==> config.mk <==
export PLATFORM = sky130hd
export DESIGN_NAME = modular_inverse_ext_euclid_flat
export DESIGN_NICKNAME = d
export VERILOG_FILES = /design/src/hdl/modinv_pkg.sv /design/src/hdl/modinv_if.sv /design/src/hdl/modinv_div.sv /design/src/hdl/modular_inverse_ext_euclid.sv /design/src/flat_wrapper.sv
export SDC_FILE = /design/constraint.sdc
export NUM_CORES = 1
export LEC_CHECK = 0
export BUFFER_PORTS_ARGS = -buffer_cell sky130_fd_sc_hd__buf_4
export CAP_MARGIN = 0
export CORE_ASPECT_RATIO = 1.5
export CORE_MARGIN = 4
export CORE_UTILIZATION = 41
export CTS_CLUSTER_DIAMETER = 80
export DETAILED_ROUTE_END_ITERATION = 12
export MAX_ROUTING_LAYER = met4
export SETUP_SLACK_MARGIN = 0.5
export SLEW_MARGIN = 15
export SYNTH_ARGS = -nofsm -noshare
export SYNTH_HDL_FRONTEND = slang
export SYNTH_SLANG_ARGS = --single-unit
==> constraint.sdc <==
create_clock -name clk -period 4.61 [get_ports clk]
set_clock_uncertainty 0.15 [all_clocks]
set_input_delay 0.2305 -clock clk [delete_from_list [all_inputs] [get_ports clk]]
set_output_delay 0.2305 -clock clk [all_outputs]
set_load 0.005 [all_outputs]
==> src/hdl/modinv_pkg.sv <==
`timescale 1ns / 1ps
// ----------------------------------------------------------------------------
// Modular inverse package
// Sequencer states and the reset modulus shared by the modular inverse block.
// ----------------------------------------------------------------------------
package modinv_pkg;

  // Modulus after reset.
  localparam int MOD_RESET = 26;

  typedef enum logic [2:0] {
    S_IDLE,
    S_REDUCE,
    S_LOOP,
    S_STEP,
    S_OUT
  } modinv_state_t;

endpackage

==> src/hdl/modinv_if.sv <==
`timescale 1ns / 1ps
// ----------------------------------------------------------------------------
// Modular inverse channel interfaces
// Valid/ready channels for the modulus write, the input value and the result.
// ----------------------------------------------------------------------------
interface modinv_cfg_if #(parameter int WIDTH = 16);
  logic             valid;
  logic             ready;
  logic [WIDTH-1:0] modulus;

  modport source (output valid, output modulus, input ready);
  modport sink   (input valid, input modulus, output ready);
endinterface

interface modinv_in_if #(parameter int WIDTH = 16);
  logic             valid;
  logic             ready;
  logic [WIDTH-1:0] value;

  modport source (output valid, output value, input ready);
  modport sink   (input valid, input value, output ready);
endinterface

interface modinv_out_if #(parameter int WIDTH = 16);
  logic             valid;
  logic             ready;
  logic [WIDTH-1:0] inverse;
  logic             no_inverse;

  modport source (output valid, output inverse, output no_inverse, input ready);
  modport sink   (input valid, input inverse, input no_inverse, output ready);
endinterface

==> src/hdl/modinv_div.sv <==
`timescale 1ns / 1ps
// ----------------------------------------------------------------------------
// Modular inverse division step unit
// Radix-2 restoring divider, one quotient bit per cycle. Each quotient bit
// also feeds a Horner accumulator, so the unit returns the remainder and
// t_add + quotient * t_mul together.
// ----------------------------------------------------------------------------
module modinv_div #(
  parameter int WIDTH = 16
) (
  input  logic             clk,
  input  logic             rst,
  input  logic             start,
  input  logic [WIDTH-1:0] dividend,
  input  logic [WIDTH-1:0] divisor,
  input  logic [WIDTH-1:0] t_mul,
  input  logic [WIDTH-1:0] t_add,
  output logic             done,
  output logic [WIDTH-1:0] remainder,
  output logic [WIDTH:0]   t_out
);

  localparam int CW = $clog2(WIDTH);

  logic             busy;
  logic [CW-1:0]    cnt;
  logic [WIDTH-1:0] rem;
  logic [WIDTH-1:0] dvd;
  logic [WIDTH-1:0] dsr;
  logic [WIDTH-1:0] tmul;
  logic [WIDTH-1:0] tadd;
  logic [WIDTH:0]   acc;

  logic [WIDTH:0]   rem_sh;
  logic [WIDTH:0]   rem_diff;
  logic             qbit;
  logic [WIDTH:0]   acc_next;

  always_comb begin
    rem_sh   = {rem, dvd[WIDTH-1]};
    rem_diff = rem_sh - {1'b0, dsr};
    qbit     = (rem_sh >= {1'b0, dsr});
    acc_next = {acc[WIDTH-1:0], 1'b0} + (qbit ? {1'b0, tmul} : '0);
  end

  always_ff @(posedge clk) begin
    if (rst) begin
      busy <= 1'b0;
      done <= 1'b0;
      cnt  <= '0;
    end else begin
      done <= 1'b0;
      if (start) begin
        busy <= 1'b1;
        cnt  <= '0;
      end else if (busy) begin
        cnt <= cnt + 1'b1;
        if (cnt == CW'(WIDTH - 1)) begin
          busy <= 1'b0;
          done <= 1'b1;
        end
      end
    end
  end

  always_ff @(posedge clk) begin
    if (start) begin
      rem  <= '0;
      dvd  <= dividend;
      dsr  <= divisor;
      tmul <= t_mul;
      tadd <= t_add;
      acc  <= '0;
    end else if (busy) begin
      rem <= qbit ? rem_diff[WIDTH-1:0] : rem_sh[WIDTH-1:0];
      dvd <= {dvd[WIDTH-2:0], 1'b0};
      acc <= acc_next;
    end
  end

  assign remainder = rem;
  assign t_out     = acc + {1'b0, tadd};

endmodule

==> src/hdl/modular_inverse_ext_euclid.sv <==
`timescale 1ns / 1ps
// ----------------------------------------------------------------------------
// Modular inverse by extended Euclid
// Computes the multiplicative inverse of a value against a programmed
// modulus, with a flag when none exists.
// ----------------------------------------------------------------------------
// Usage:
//   cfg    - write channel for the modulus. Always ready; write it only while
//            the block is idle. Reset loads 26.
//   item   - input value. A transaction is taken only in the idle state; the
//            block then holds ready low until its result has been taken.
//   result - inverse and no_inverse, held in an output register with valid
//            high until the receiver raises ready. A stalled receiver simply
//            keeps the block waiting; nothing is dropped.
// Sequencing: one shared restoring divider produces one quotient bit per
//   cycle. The item is first reduced against the modulus, then each Euclid
//   step is one more division on the same divider, with a sequencer state
//   between divisions (up to about 23 Euclid steps at 16 bits). A modulus
//   below 2 skips the divider and goes straight to the result. A new item
//   is taken only after the previous result has been taken.
// Reset: synchronous, clears the sequencer and output valid and reloads the
//   modulus; no clearing pass is needed.
// ----------------------------------------------------------------------------
module modular_inverse_ext_euclid
  import modinv_pkg::*;
#(
  parameter int WIDTH = 16
) (
  input logic         clk,
  input logic         rst,
  modinv_cfg_if.sink  cfg,
  modinv_in_if.sink   item,
  modinv_out_if.source result
);

  modinv_state_t state;
  modinv_state_t state_next;

  // Programmed modulus and the per-item working set.
  logic [WIDTH-1:0] modulus;
  logic [WIDTH-1:0] m_r;
  logic [WIDTH-1:0] r_old;
  logic [WIDTH-1:0] r_new;
  logic [WIDTH-1:0] t_old;
  logic [WIDTH-1:0] t_new;
  logic             neg;
  logic [WIDTH-1:0] inverse;
  logic             no_inverse;

  // Shared divider hookup.
  logic             div_start;
  logic [WIDTH-1:0] div_dividend;
  logic [WIDTH-1:0] div_divisor;
  logic             div_done;
  logic [WIDTH-1:0] div_rem;
  logic [WIDTH:0]   div_t;

  logic             accept;
  logic             mod_small;

  assign cfg.ready  = 1'b1;
  assign item.ready = (state == S_IDLE);
  assign accept     = item.valid && item.ready;
  assign mod_small  = (modulus < WIDTH'(2));

  always_ff @(posedge clk) begin
    if (rst) begin
      modulus <= WIDTH'(MOD_RESET);
    end else if (cfg.valid && cfg.ready) begin
      modulus <= cfg.modulus;
    end
  end

  always_ff @(posedge clk) begin
    if (rst) begin
      state <= S_IDLE;
    end else begin
      state <= state_next;
    end
  end

  // Next state and divider launch.
  always_comb begin
    state_next   = state;
    div_start    = 1'b0;
    div_dividend = r_old;
    div_divisor  = r_new;
    case (state)
      S_IDLE: begin
        div_dividend = item.value;
        div_divisor  = modulus;
        if (accept) begin
          if (mod_small) begin
            state_next = S_OUT;
          end else begin
            div_start  = 1'b1;
            state_next = S_REDUCE;
          end
        end
      end
      S_REDUCE: begin
        if (div_done) state_next = S_LOOP;
      end
      S_LOOP: begin
        if (r_new <= WIDTH'(1)) begin
          state_next = S_OUT;
        end else begin
          div_start  = 1'b1;
          state_next = S_STEP;
        end
      end
      S_STEP: begin
        if (div_done) state_next = S_LOOP;
      end
      S_OUT: begin
        if (result.ready) state_next = S_IDLE;
      end
      default: state_next = S_IDLE;
    endcase
  end

  // Euclid registers: advance one step per finished division.
  always_ff @(posedge clk) begin
    case (state)
      S_IDLE: begin
        m_r        <= modulus;
        inverse    <= '0;
        no_inverse <= 1'b1;
      end
      S_REDUCE: begin
        if (div_done) begin
          r_old <= m_r;
          r_new <= div_rem;
          t_old <= '0;
          t_new <= WIDTH'(1);
          neg   <= 1'b0;
        end
      end
      S_LOOP: begin
        if (r_new == '0) begin
          // Common factor above one: no inverse.
          inverse    <= '0;
          no_inverse <= 1'b1;
        end else if (r_new == WIDTH'(1)) begin
          // Map a negative coefficient into range.
          inverse    <= neg ? (m_r - t_new) : t_new;
          no_inverse <= 1'b0;
        end
      end
      S_STEP: begin
        if (div_done) begin
          r_old <= r_new;
          r_new <= div_rem;
          t_old <= t_new;
          t_new <= div_t[WIDTH-1:0];
          neg   <= !neg;
        end
      end
      default: ;
    endcase
  end

  modinv_div #(
    .WIDTH(WIDTH)
  ) u_div (
    .clk      (clk),
    .rst      (rst),
    .start    (div_start),
    .dividend (div_dividend),
    .divisor  (div_divisor),
    .t_mul    (t_new),
    .t_add    (t_old),
    .done     (div_done),
    .remainder(div_rem),
    .t_out    (div_t)
  );

  assign result.valid      = (state == S_OUT);
  assign result.inverse    = inverse;
  assign result.no_inverse = no_inverse;

`ifndef NO_ASSERTIONS
  // Input stays closed while a result waits.
  a_busy_no_accept: assert property (@(posedge clk) disable iff (rst)
    result.valid |-> !item.ready)
    else $error("input ready while result pending");

  // Taking an item closes the input for the next cycle.
  a_accept_closes: assert property (@(posedge clk) disable iff (rst)
    (item.valid && item.ready) |=> !item.ready)
    else $error("input ready right after accept");

  // Flagged results carry a zero inverse.
  a_flag_zero: assert property (@(posedge clk) disable iff (rst)
    (result.valid && result.no_inverse) |-> (result.inverse == '0))
    else $error("nonzero inverse with no_inverse set");

  // A real inverse lies below the modulus of its item.
  a_in_range: assert property (@(posedge clk) disable iff (rst)
    (result.valid && !result.no_inverse) |-> (result.inverse < m_r))
    else $error("inverse out of range");
`endif

endmodule
==> src/flat_wrapper.sv <==
// flat-port wrapper written by rule: the top's interface ports become plain ports
module modular_inverse_ext_euclid_flat import modinv_pkg::*;
#(
  parameter int WIDTH = 16
)
  (clk, rst, cfg_valid, cfg_modulus, cfg_ready, item_valid, item_value, item_ready, result_valid, result_inverse, result_no_inverse, result_ready);
  modinv_cfg_if #(.WIDTH(WIDTH)) cfg_i ();
  modinv_in_if #(.WIDTH(WIDTH)) item_i ();
  modinv_out_if #(.WIDTH(WIDTH)) result_i ();
  input logic clk;
  input logic rst;
  input wire logic [$bits(cfg_i.valid)-1:0] cfg_valid;
  input wire logic [$bits(cfg_i.modulus)-1:0] cfg_modulus;
  output wire logic [$bits(cfg_i.ready)-1:0] cfg_ready;
  input wire logic [$bits(item_i.valid)-1:0] item_valid;
  input wire logic [$bits(item_i.value)-1:0] item_value;
  output wire logic [$bits(item_i.ready)-1:0] item_ready;
  output wire logic [$bits(result_i.valid)-1:0] result_valid;
  output wire logic [$bits(result_i.inverse)-1:0] result_inverse;
  output wire logic [$bits(result_i.no_inverse)-1:0] result_no_inverse;
  input wire logic [$bits(result_i.ready)-1:0] result_ready;
  assign cfg_i.valid = cfg_valid;
  assign cfg_i.modulus = cfg_modulus;
  assign cfg_ready = cfg_i.ready;
  assign item_i.valid = item_valid;
  assign item_i.value = item_value;
  assign item_ready = item_i.ready;
  assign result_valid = result_i.valid;
  assign result_inverse = result_i.inverse;
  assign result_no_inverse = result_i.no_inverse;
  assign result_i.ready = result_ready;
  modular_inverse_ext_euclid #(.WIDTH(WIDTH)) u_core (.clk(clk), .rst(rst), .cfg(cfg_i), .item(item_i), .result(result_i));
endmodule
==> results_dict.tcl, run 1 <==
set metrics [dict create \
    outcome "finished, final reports clean" \
    final_nets 1212 \
    cap_viol_max_count 0 \
    wl_per_cell_um 19.0 \
    worstPathMaxFanout 5 \
    cts_buffers 24 \
    design_area_um2 13200 \
    tightest_slew_ns 0.976 \
    drt-total-wl_um 27900 \
    fin_tns_setup_ns 0 \
    leakagePower_nw 5.47 \
    holdPathStages 3 \
    dp_hpwl_um 19300 \
    ir_drop_mv 0.280 \
    synth-main-ff-cell "edfxtp_1" \
    n_antenna_cell 0 \
    r2r_cells 19 \
    cts-root-buf "clkbuf_16" \
    synth_top_area_share_pct 44.1 \
    required_ns 4.86 \
    grt_usage_pct 19.1 \
    grt_pass1_vias 8026 \
    p_per_area_nw_per_um2 408 \
    min_period_ns 3.95 \
    clock.fmax_mhz 253 \
    p_total_mw 5.40 \
    port_buffers 55 \
    cts_buffer_depth 3 \
    layout_setup_ws_ns 0.661 \
    die-area_um2 29700 \
    drive_above_1_share_pct 14.2 \
    drt_iter0_drc 476 \
    synth_edf_count 162 \
    first_pass_iters 5 \
    yosys-top-cells-count "edfxtp_1 (162), nor2_1 (100), nand2_1 (98)" \
    gp_congestion 0.852 \
    finalCritPeriodShare_pct 85.7 \
    rsz0062_at_grt "false" \
    synthesis.area_um2 11000 \
    synth_top_area_cell "edfxtp_1" \
    ys_seq_area_share_pct 54.4 \
    design.core.area_um2 26500 \
    ioPinCount 57 \
    drc_errors 0 \
    post-place-ws_ns 0.359 \
    syn_to_final_growth_pct 19.9 \
    rows 73 \
    cts.sinks 219 \
    finalSetupViolations 0 \
    clkLatencyLatePin_ns 0.53 \
    grt_overflow_total 0 \
    post_synth_main_area_contributors "edfxtp_1 (44%), dfxtp_1 (10%), ha_1 (6.9%)" \
    yosysMostFrequentCell "edfxtp_1" \
    hp-class "input pin to register" \
    vias 7772 \
    critPathArrivalTime_ns 4.20 \
    async_reset_ff_share_pct 0 \
    slew_violations 0 \
    relSlewSlack_pct 34.8 \
    ys_ff_latch 219 \
    hold_viol_final 0 \
    vias_per_cell 5.31 \
    critPathLaunchType "register" \
    clkSlewWorstSetupHoldPaths_ns 0.06 \
    grt_max_degree 50 \
    synth.net_count 1104 \
    ys_types 60 \
    die-height_um 209 \
    rrSetupSlack_ns 0.66 \
    synthCells 1002 \
    grt_pass1_wl_um 43400 \
    nFillCells 2409 \
    ant_nets 0 \
    h-tree-depth 1 \
    cts_tree "yes" \
    dpl_cell_area_um2 11800 \
    die_w_um 142 \
    antenna_found_initial 0 \
    start_util_pct 41.7 \
    ys_warn_count 0 \
    worstSetupEndpointType "register" \
    avgSynthCellArea_um2 11.0 \
    critPathKind "register to register" \
]
[cells by family (layout without fill, tap and decap cells)]
group	count (synthesis)	in the layout	share of synthesized area [%]
AND/OR/NAND/NOR	315	315	13.2
flip-flops	219	219	54.4
AO/OA/AOI/OAI	191	192	10.7
buffers and inverters	91	216	3.31
multiplexers	74	74	6.96
adder cells (fa/ha/maj)	65	65	7.64
XOR/XNOR	46	46	3.65
other	1	1	0.0340
[final cells by class]
cell class	instances	area, um2	share of cell area [%]
Sequential cell	219	6010	45.4
Multi-Input combinational cell	693	4840	36.6
Timing Repair Buffer	120	1020	7.72
Clock buffer	39	708	5.35
Tap cell	337	422	3.19
Inverter	52	195	1.48
Clock inverter	5	38.8	0.293
[repair_timing]
| item | in CTS | in global routing |
|---|---|---|
| hold buffers | 48 | 0 |
| endpoints found under the hold margin | 34 | 0 |
| pin swaps | 0 | 9 |
| gates resized for setup | 3 | 26 |
| setup buffers | 0 | 4 |
| cloned | 0 | 1 |
| endpoints found under the setup margin | 5 | 7 |
[where the power goes]
part	internal, mW	leakage, nW	switching, mW
Clock	1.05	0.361	0.773
Combinational	0.550	3.08	0.639
Sequential	2.27	2.03	0.116
Total	3.88	5.47	1.53
[per-stage QoR]
stage | util [%] | hold slack, ns | instances
final | 50.0 | 0.0431 | 1465
after global routing | 50.0 | 0.0659 | 1465
after CTS | 49.3 | 0.0217 | 1460
after detailed placement | 44.6 | 0.255 | 1368
after global placement | 44.6 | 0.251 | 1368
after floorplan | - | 0.198 | 1002
[metal layers]
layer	global-route usage, %	part of all wire, %
met1	21.6	41
met2	34.9	53
met3	2.59	3.7
met4	5.60	2.6
met5	-	0
[path summary, 6_finish.rpt]
kind                                   from                                end
max           u_core.u_div.dsr[4]$_DFFE_PP_  u_core.u_div.acc[11]$_SDFFE_PP0P_
min                          item_value[11]     u_core.u_div.dvd[11]$_DFFE_PP_
max reg2reg   u_core.u_div.dsr[4]$_DFFE_PP_  u_core.u_div.acc[11]$_SDFFE_PP0P_
min reg2reg  u_core.t_old[15]$_SDFFCE_PN0P_    u_core.u_div.tadd[15]$_DFFE_PP_
[worst max-delay path, cell delays in order (launching register included)]
cell      delay (ns)
edfxtp_1        0.37
inv_2           0.08
ha_4            0.21
a21o_1          0.18
or3_1           0.31
o21a_1          0.21
and3_4          0.19
o32a_4          0.26
and2_4          0.17
ha_2            0.17
inv_2           0.06
fa_2            0.20
nor2b_2         0.05
o31a_1          0.33
o211ai_1        0.22
nand2_2         0.12
a21oi_2         0.19
o21ai_1         0.10
xnor2_1         0.16
o21ai_0         0.09
[cells in the final DEF, fill, tap and decap left out, drive strengths merged, types with 3 or more instances in the layout]
cell type,n
a21oi,57
nor3,17
nand4,7
nand2b,13
mux2i,55
and3,8
o211ai,7
inv,52
dfxtp,57
or3,4
edfxtp,162
fa,4
xnor2,26
nor2b,18
nor4,7
o21ai,50
clkbuf,39
o21a,14
a211o,4
and2,21
clkinv,4
nand3,12
mux2,19
a21boi,3
dlygate4sd3,48
o22ai,3
a211oi,8
xor2,20
a21o,17
nor2,100
ha,61
a31oi,9
nand2,98
o31ai,3
buf,72
(Power assumes the default switching activity.)
==> run 2, diff against run 1 <==
--- a/config.mk
+++ b/config.mk
@@ -5,9 +5,9 @@
 export SDC_FILE = /design/constraint.sdc
 export NUM_CORES = 1
 export LEC_CHECK = 0
+export ABC_AREA = 1
 export BUFFER_PORTS_ARGS = -buffer_cell sky130_fd_sc_hd__buf_4
 export CAP_MARGIN = 0
-export CORE_ASPECT_RATIO = 1.5
 export CORE_MARGIN = 4
 export CORE_UTILIZATION = 41
 export CTS_CLUSTER_DIAMETER = 80
==> results_dict.tcl, run 2 <==
set metrics [dict create \
    slew_violations 0 \
    synth_edf_count 162 \
    relSlewSlack_pct 30.1 \
    vias 9093 \
    synth_top_area_share_pct 42.3 \
    synthMuxAreaShare_pct 0 \
    final_nets 1498 \
    min_period_ns 3.73 \
    layout_common_cells "nand2_1 (276), inv_1 (172), edfxtp_1 (162)" \
    synth_top_area_cell "edfxtp_1" \
    n_antenna_cell 0 \
    ys_types 48 \
    synth-simple-area-share_pct 19.2 \
    async_reset_ff_share_pct 0 \
    grt_max_degree 68 \
    yosysMostFrequentCell "nand2_1" \
    drc_errors 0 \
    ys_warn_count 0 \
    die_w_um 175 \
    required_ns 4.87 \
    synth.net_count 1396 \
    cts-root-buf "clkbuf_16" \
    critPathKind "register to register" \
    finalSetupViolations 0 \
    grt_pass1_wl_um 48100 \
    worstSetupEndpointType "register" \
    critPathLaunchType "register" \
    outcome "finished, final reports clean" \
    final_cells 1791 \
    die-area_um2 30800 \
    synth_compound_area_share_pct 11.7 \
    synth-main-ff-cell "edfxtp_1" \
    cts.sinks 219 \
    rrSetupSlack_ns 0.88 \
    clkSlewWorstSetupHoldPaths_ns 0.06 \
    nFillCells 2654 \
    rsz0062_at_grt "false" \
    synth_fa_ha_area_share_pct 7.33 \
    dp_hpwl_um 21800 \
    avgSynthCellArea_um2 8.89 \
    whs_ns 0.00363 \
    rows 61 \
    fin_tns_setup_ns 0 \
    port_buffers 55 \
    start_util_pct 41.5 \
    ant_nets 0 \
    cts_buffers 25 \
    ioPinCount 57 \
    hold_viol_final 0 \
    ys_seq_area_share_pct 52.2 \
    die-height_um 175 \
    first_pass_iters 5 \
    h-tree-depth 1 \
    leakagePower_nw 6.02 \
    wl_per_cell_um 17.0 \
    grt_pass1_vias 8914 \
    syn_to_final_growth_pct 17.6 \
    cts_buffer_depth 3 \
    vias_per_cell 5.08 \
    worstPathMaxFanout 15 \
    ir_drop_mv 0.248 \
    critPathArrivalTime_ns 3.98 \
    synthesis.area_um2 11500 \
    drive_above_1_share_pct 9.62 \
    synth_top_family_by_area "simple AND/OR/NAND/NOR gates" \
    synth-xor-area-share_pct 2.06 \
    grt_usage_pct 20.2 \
    dp.cells 1701 \
    grt_overflow_total 0 \
    p_per_area_nw_per_um2 427 \
    finalCritPeriodShare_pct 80.8 \
    drt_iter0_drc 692 \
    antenna_found_initial 0 \
    hp-class "input pin to register" \
    fin_util_pct 48.8 \
    gp_congestion 0.870 \
    drt-total-wl_um 30400 \
    yosys-top-cells-count "nand2_1 (277), inv_1 (172), edfxtp_1 (162)" \
    layout_commonest_cell "nand2_1" \
    design.core.area_um2 27700 \
    ys_ff_latch 219 \
    synthCells 1294 \
    clock.fmax_mhz 268 \
    tightest_slew_ns 1.05 \
    post_synth_main_area_contributors "edfxtp_1 (42%), dfxtp_1 (9.9%), nand2_1 (9.0%)" \
    clkLatencyLatePin_ns 0.52 \
    cts_tree "yes" \
    cts_setup_buffers 0 \
    cap_viol_max_count 0 \
]
==> run 2: cell types whose count changed in the layout (fill, tap and decap cells not counted), moves of 37 or more <==
cell     delta
a21oi_1    +37
mux2i_1    -55
nand3_1    +48
inv_1     +123
o21ai_0    +44
nand2_1   +180
==> run 2: what timing repair did <==
item | in CTS | in global routing
hold buffers | 46 | 0
resized for setup | 0 | 1
setup endpoints to repair | 0 | 2
endpoints found under the hold margin | 33 | 0
==> run 2: cell type report <==
class / count / area [um2] / share of cell area [%]
well taps: 378 / 473 / 3.50
clock buffers: 36 / 718 / 5.31
inverters: 178 / 668 / 4.94
clock inverters: 8 / 67.6 / 0.500
multi-input cells: 863 / 4660 / 34.4
flip-flops and latches: 219 / 6010 / 44.4
repair buffers: 109 / 933 / 6.90
==> run 2: worst paths after layout <==
| path | startpoint | endpoint | cells after the start |
|---|---|---|---|
| worst max-delay path | u_core.u_div.dsr[10]$_DFFE_PP_ | u_core.u_div.acc[11]$_SDFFE_PP0P_ | 23 |
| worst min-delay path | item_value[15] | u_core.u_div.dvd[15]$_DFFE_PP_ | 3 |
| worst max register to register | u_core.u_div.dsr[10]$_DFFE_PP_ | u_core.u_div.acc[11]$_SDFFE_PP0P_ | 23 |
| worst min register to register | u_core.t_old[13]$_SDFFCE_PN0P_ | u_core.u_div.tadd[13]$_DFFE_PP_ | 0 |
==> run 2: power by group <==
| part | leakage (nW) | internal, mW | total (mW) | switching [mW] |
|---|---|---|---|---|
| Sequential | 2.04 | 2.40 | 2.53 | 0.133 |
| Clock | 0.390 | 1.13 | 1.92 | 0.790 |
| Combinational | 3.60 | 0.461 | 1.32 | 0.864 |
| Total | 6.02 | 3.99 | 5.78 | 1.79 |
==> run 2: stage by stage <==
stage	cell area, um2	power [mW]	worst slack [ns]
after floorplan	11500	3.44	1.34
after global placement	12300	3.85	0.891
after detailed placement	12300	3.86	0.829
after CTS	13500	5.81	0.806
after global routing	13500	6.08	0.517
final	13500	5.78	0.884
==> run 2: worst max-delay path, stage by stage, from the launching register on <==
cell      delay, ns
edfxtp_1       0.33
inv_1          0.04
ha_1           0.36
nand2_1        0.07
inv_1          0.07
nand2_1        0.08
nor2_2         0.13
nand2_1        0.07
nor2_2         0.09
nor2_2         0.05
nand2_4        0.05
inv_1          0.26
nor2_1         0.19
ha_1           0.18
inv_1          0.06
fa_1           0.42
o21ai_2        0.25
a21boi_0       0.20
o21ai_1        0.22
nand2_1        0.10
nand2_1        0.07
nand2_1        0.05
nand3_1        0.07
nand2_1        0.06
==> run 2: cells by family after synthesis <==
group	after synthesis
buf+inv	212
flops	219
fa+ha+maj	65
compound gates	247
simple gates	523
other cells	1
xor+xnor	27
==> run 2: per-layer routing <==
| layer | share of wire [%] | track usage, % |
|---|---|---|
| met3 | 5.3 | 2.48 |
| met4 | 1.8 | 4.55 |
| met5 | 0 | - |
| met1 | 47 | 27.9 |
| met2 | 46 | 32.2 |
==> run 3, diff against run 2 <==
==> constraint.sdc (replaced) <==
create_clock -name clk -period 3.36 [get_ports clk]
set_clock_uncertainty 0.15 [all_clocks]
set_input_delay 0.168 -clock clk [delete_from_list [all_inputs] [get_ports clk]]
set_output_delay 0.168 -clock clk [all_outputs]
set_load 0.005 [all_outputs]
==> results_dict.tcl, run 3 (synthesized netlist as in run 2, its figures left out) <==
set metrics [dict create \
    h-tree-depth 1 \
    cap_viol_max_count 0 \
    hp-class "input pin to register" \
    grt_pass1_vias 9260 \
    first_pass_iters 5 \
    fin_util_pct 52.3 \
    die-height_um 175 \
    tightest_slew_ns 0.701 \
    final_nets 1531 \
    worstSetupEndpointType "register" \
    wl_per_cell_um 17.1 \
    crit_path_top_delay_cell "edfxtp_1" \
    vias 9298 \
    gp_congestion 0.922 \
    ant_nets 0 \
    start_util_pct 41.5 \
    nFillCells 2550 \
    critPathKind "register to register" \
    path_cells "inv_1 > ha_1 > nand3_1 > nor2_1 > nand2_1 > nor2_2 > nor2_2 > nand2_4 > inv_8 > nor2_4 > ha_4 > inv_2 > fa_2 > o21ai_4 > a21boi_4 > o21ai_2 > nand2_1 > nand2_1 > nand2_1 > nand3_2 > nand2_1" \
    dp_hpwl_um 22100 \
    die_w_um 175 \
    finalCritPeriodShare_pct 91.1 \
    rows 61 \
    outcome "finished, final reports clean" \
    seqCellArea_um2 6010 \
    clock.fmax_mhz 327 \
    cts_buffer_depth 3 \
    p_per_area_nw_per_um2 599 \
    fin_tns_setup_ns 0 \
    clkLatencyLatePin_ns 0.53 \
    cts_buffers 25 \
    hold_path_startpoint "item_valid" \
    cts.sinks 219 \
    drt_iter0_drc 803 \
    vias_per_cell 5.09 \
    path_common_cell "nand2_1" \
    max_stage_delay_ns 0.43 \
    leakagePower_nw 6.27 \
    ioPinCount 57 \
    timing.rr.start "u_core.u_div.dvd[15]$_DFFE_PP_" \
    syn_to_final_growth_pct 25.9 \
    whs_ns 0.0378 \
    cts_tree "yes" \
    n_antenna_cell 0 \
    grt_pass1_wl_um 48800 \
    drt-total-wl_um 31100 \
    port_buffers 55 \
    crit_start "u_core.u_div.dvd[15]$_DFFE_PP_" \
    worstPathMaxFanout 6 \
    multi_input_area_um2 5220 \
    layout_common_cells "nand2_1 (261), edfxtp_1 (162), inv_1 (154)" \
    antenna_found_initial 1 \
    min_period_ns 3.06 \
    grt_overflow_total 0 \
    rsz0062_at_grt "true" \
    drive_above_1_share_pct 18.7 \
    grt_usage_pct 20.5 \
    die-area_um2 30800 \
    rrSetupSlack_ns 0.30 \
    layout_commonest_cell "nand2_1" \
    dpl_cell_area_um2 12400 \
    design.core.area_um2 27700 \
    hold_viol_final 0 \
    clkSlewWorstSetupHoldPaths_ns 0.07 \
    slew_violations 0 \
    relSlewSlack_pct 53.1 \
    design_area_um2 14500 \
    ir_drop_mv 0.425 \
    grt_max_degree 53 \
    cts-root-buf "clkbuf_16" \
    critPathArrivalTime_ns 3.32 \
    drc_errors 0 \
    finalSetupViolations 0 \
    critPathLaunchType "register" \
    required_ns 3.62 \
]
-- run 3: changes by cell type in the layout (fill, tap and decap cells not counted), sizes merged --
cell / delta
clkinv: +1
buf: +32
clkinvlp: +3
bufinv: +6
dlygate4sd3: +1
clkbuf: -9
-- run 3: final cells by class --
type                            instances  share of cell area, %
Clock buffer                           27                   4.37
Clock inverter                         18                   1.95
Inverter                              178                   4.68
Multi-Input combinational cell        863                   36.0
Sequential cell                       219                   41.5
Tap cell                              378                   3.27
Timing Repair Buffer                  142                   8.20
-- run 3: stage by stage --
step                      std cells  setup slack, ns  power [mW]
final                          1825            0.299        8.68
after global routing           1825            0.145        9.11
after CTS                      1818            0.274        8.63
after detailed placement       1713            0.197        5.34
after global placement         1713            0.257        5.32
after floorplan                1294            0.457        4.76
-- run 3: path summary, 6_finish.rpt --
path	end	depth (start not counted)
min reg2reg	u_core.u_div.tadd[15]$_DFFE_PP_	0
max	u_core.u_div.acc[11]$_SDFFE_PP0P_	21
min	u_core.state[2]$_SDFFE_PP0P_	5
max reg2reg	u_core.u_div.acc[11]$_SDFFE_PP0P_	21
-- run 3: routing by layer --
metal / vias up / GRT usage (%) / share of wire (%)
li1: 4606 / - / -
met1: 4386 / 28.2 / 47
met2: 251 / 31.7 / 45
met3: 55 / 2.82 / 5.9
met4: 0 / 6.37 / 2.8
met5: - / - / 0
-- run 3: what timing repair did --
action	4_1_cts	5_1_grt
endpoints found under the setup margin	10	40
setup buffers	13	7
hold buffers	47	0
pin swaps	27	42
endpoints found under the hold margin	34	0
resized for setup	66	52
-- run 3: worst max-delay path: cells and delay by family, from the launching register on --
kind | cells | cell delay [ns]
adder cells (fa/ha/maj) | 3 | 0.83
flip-flops | 1 | 0.43
buffers and inverters | 3 | 0.18
AND/OR/NAND/NOR | 12 | 0.92
AO/OA/AOI/OAI | 3 | 0.45
-- run 3: where the power goes --
group | internal, mW | leakage, nW | total (mW) | switching (mW)
clock network | 1.91 | 0.440 | 3.05 | 1.15
registers | 3.29 | 2.04 | 3.51 | 0.221
logic | 0.836 | 3.79 | 2.12 | 1.28
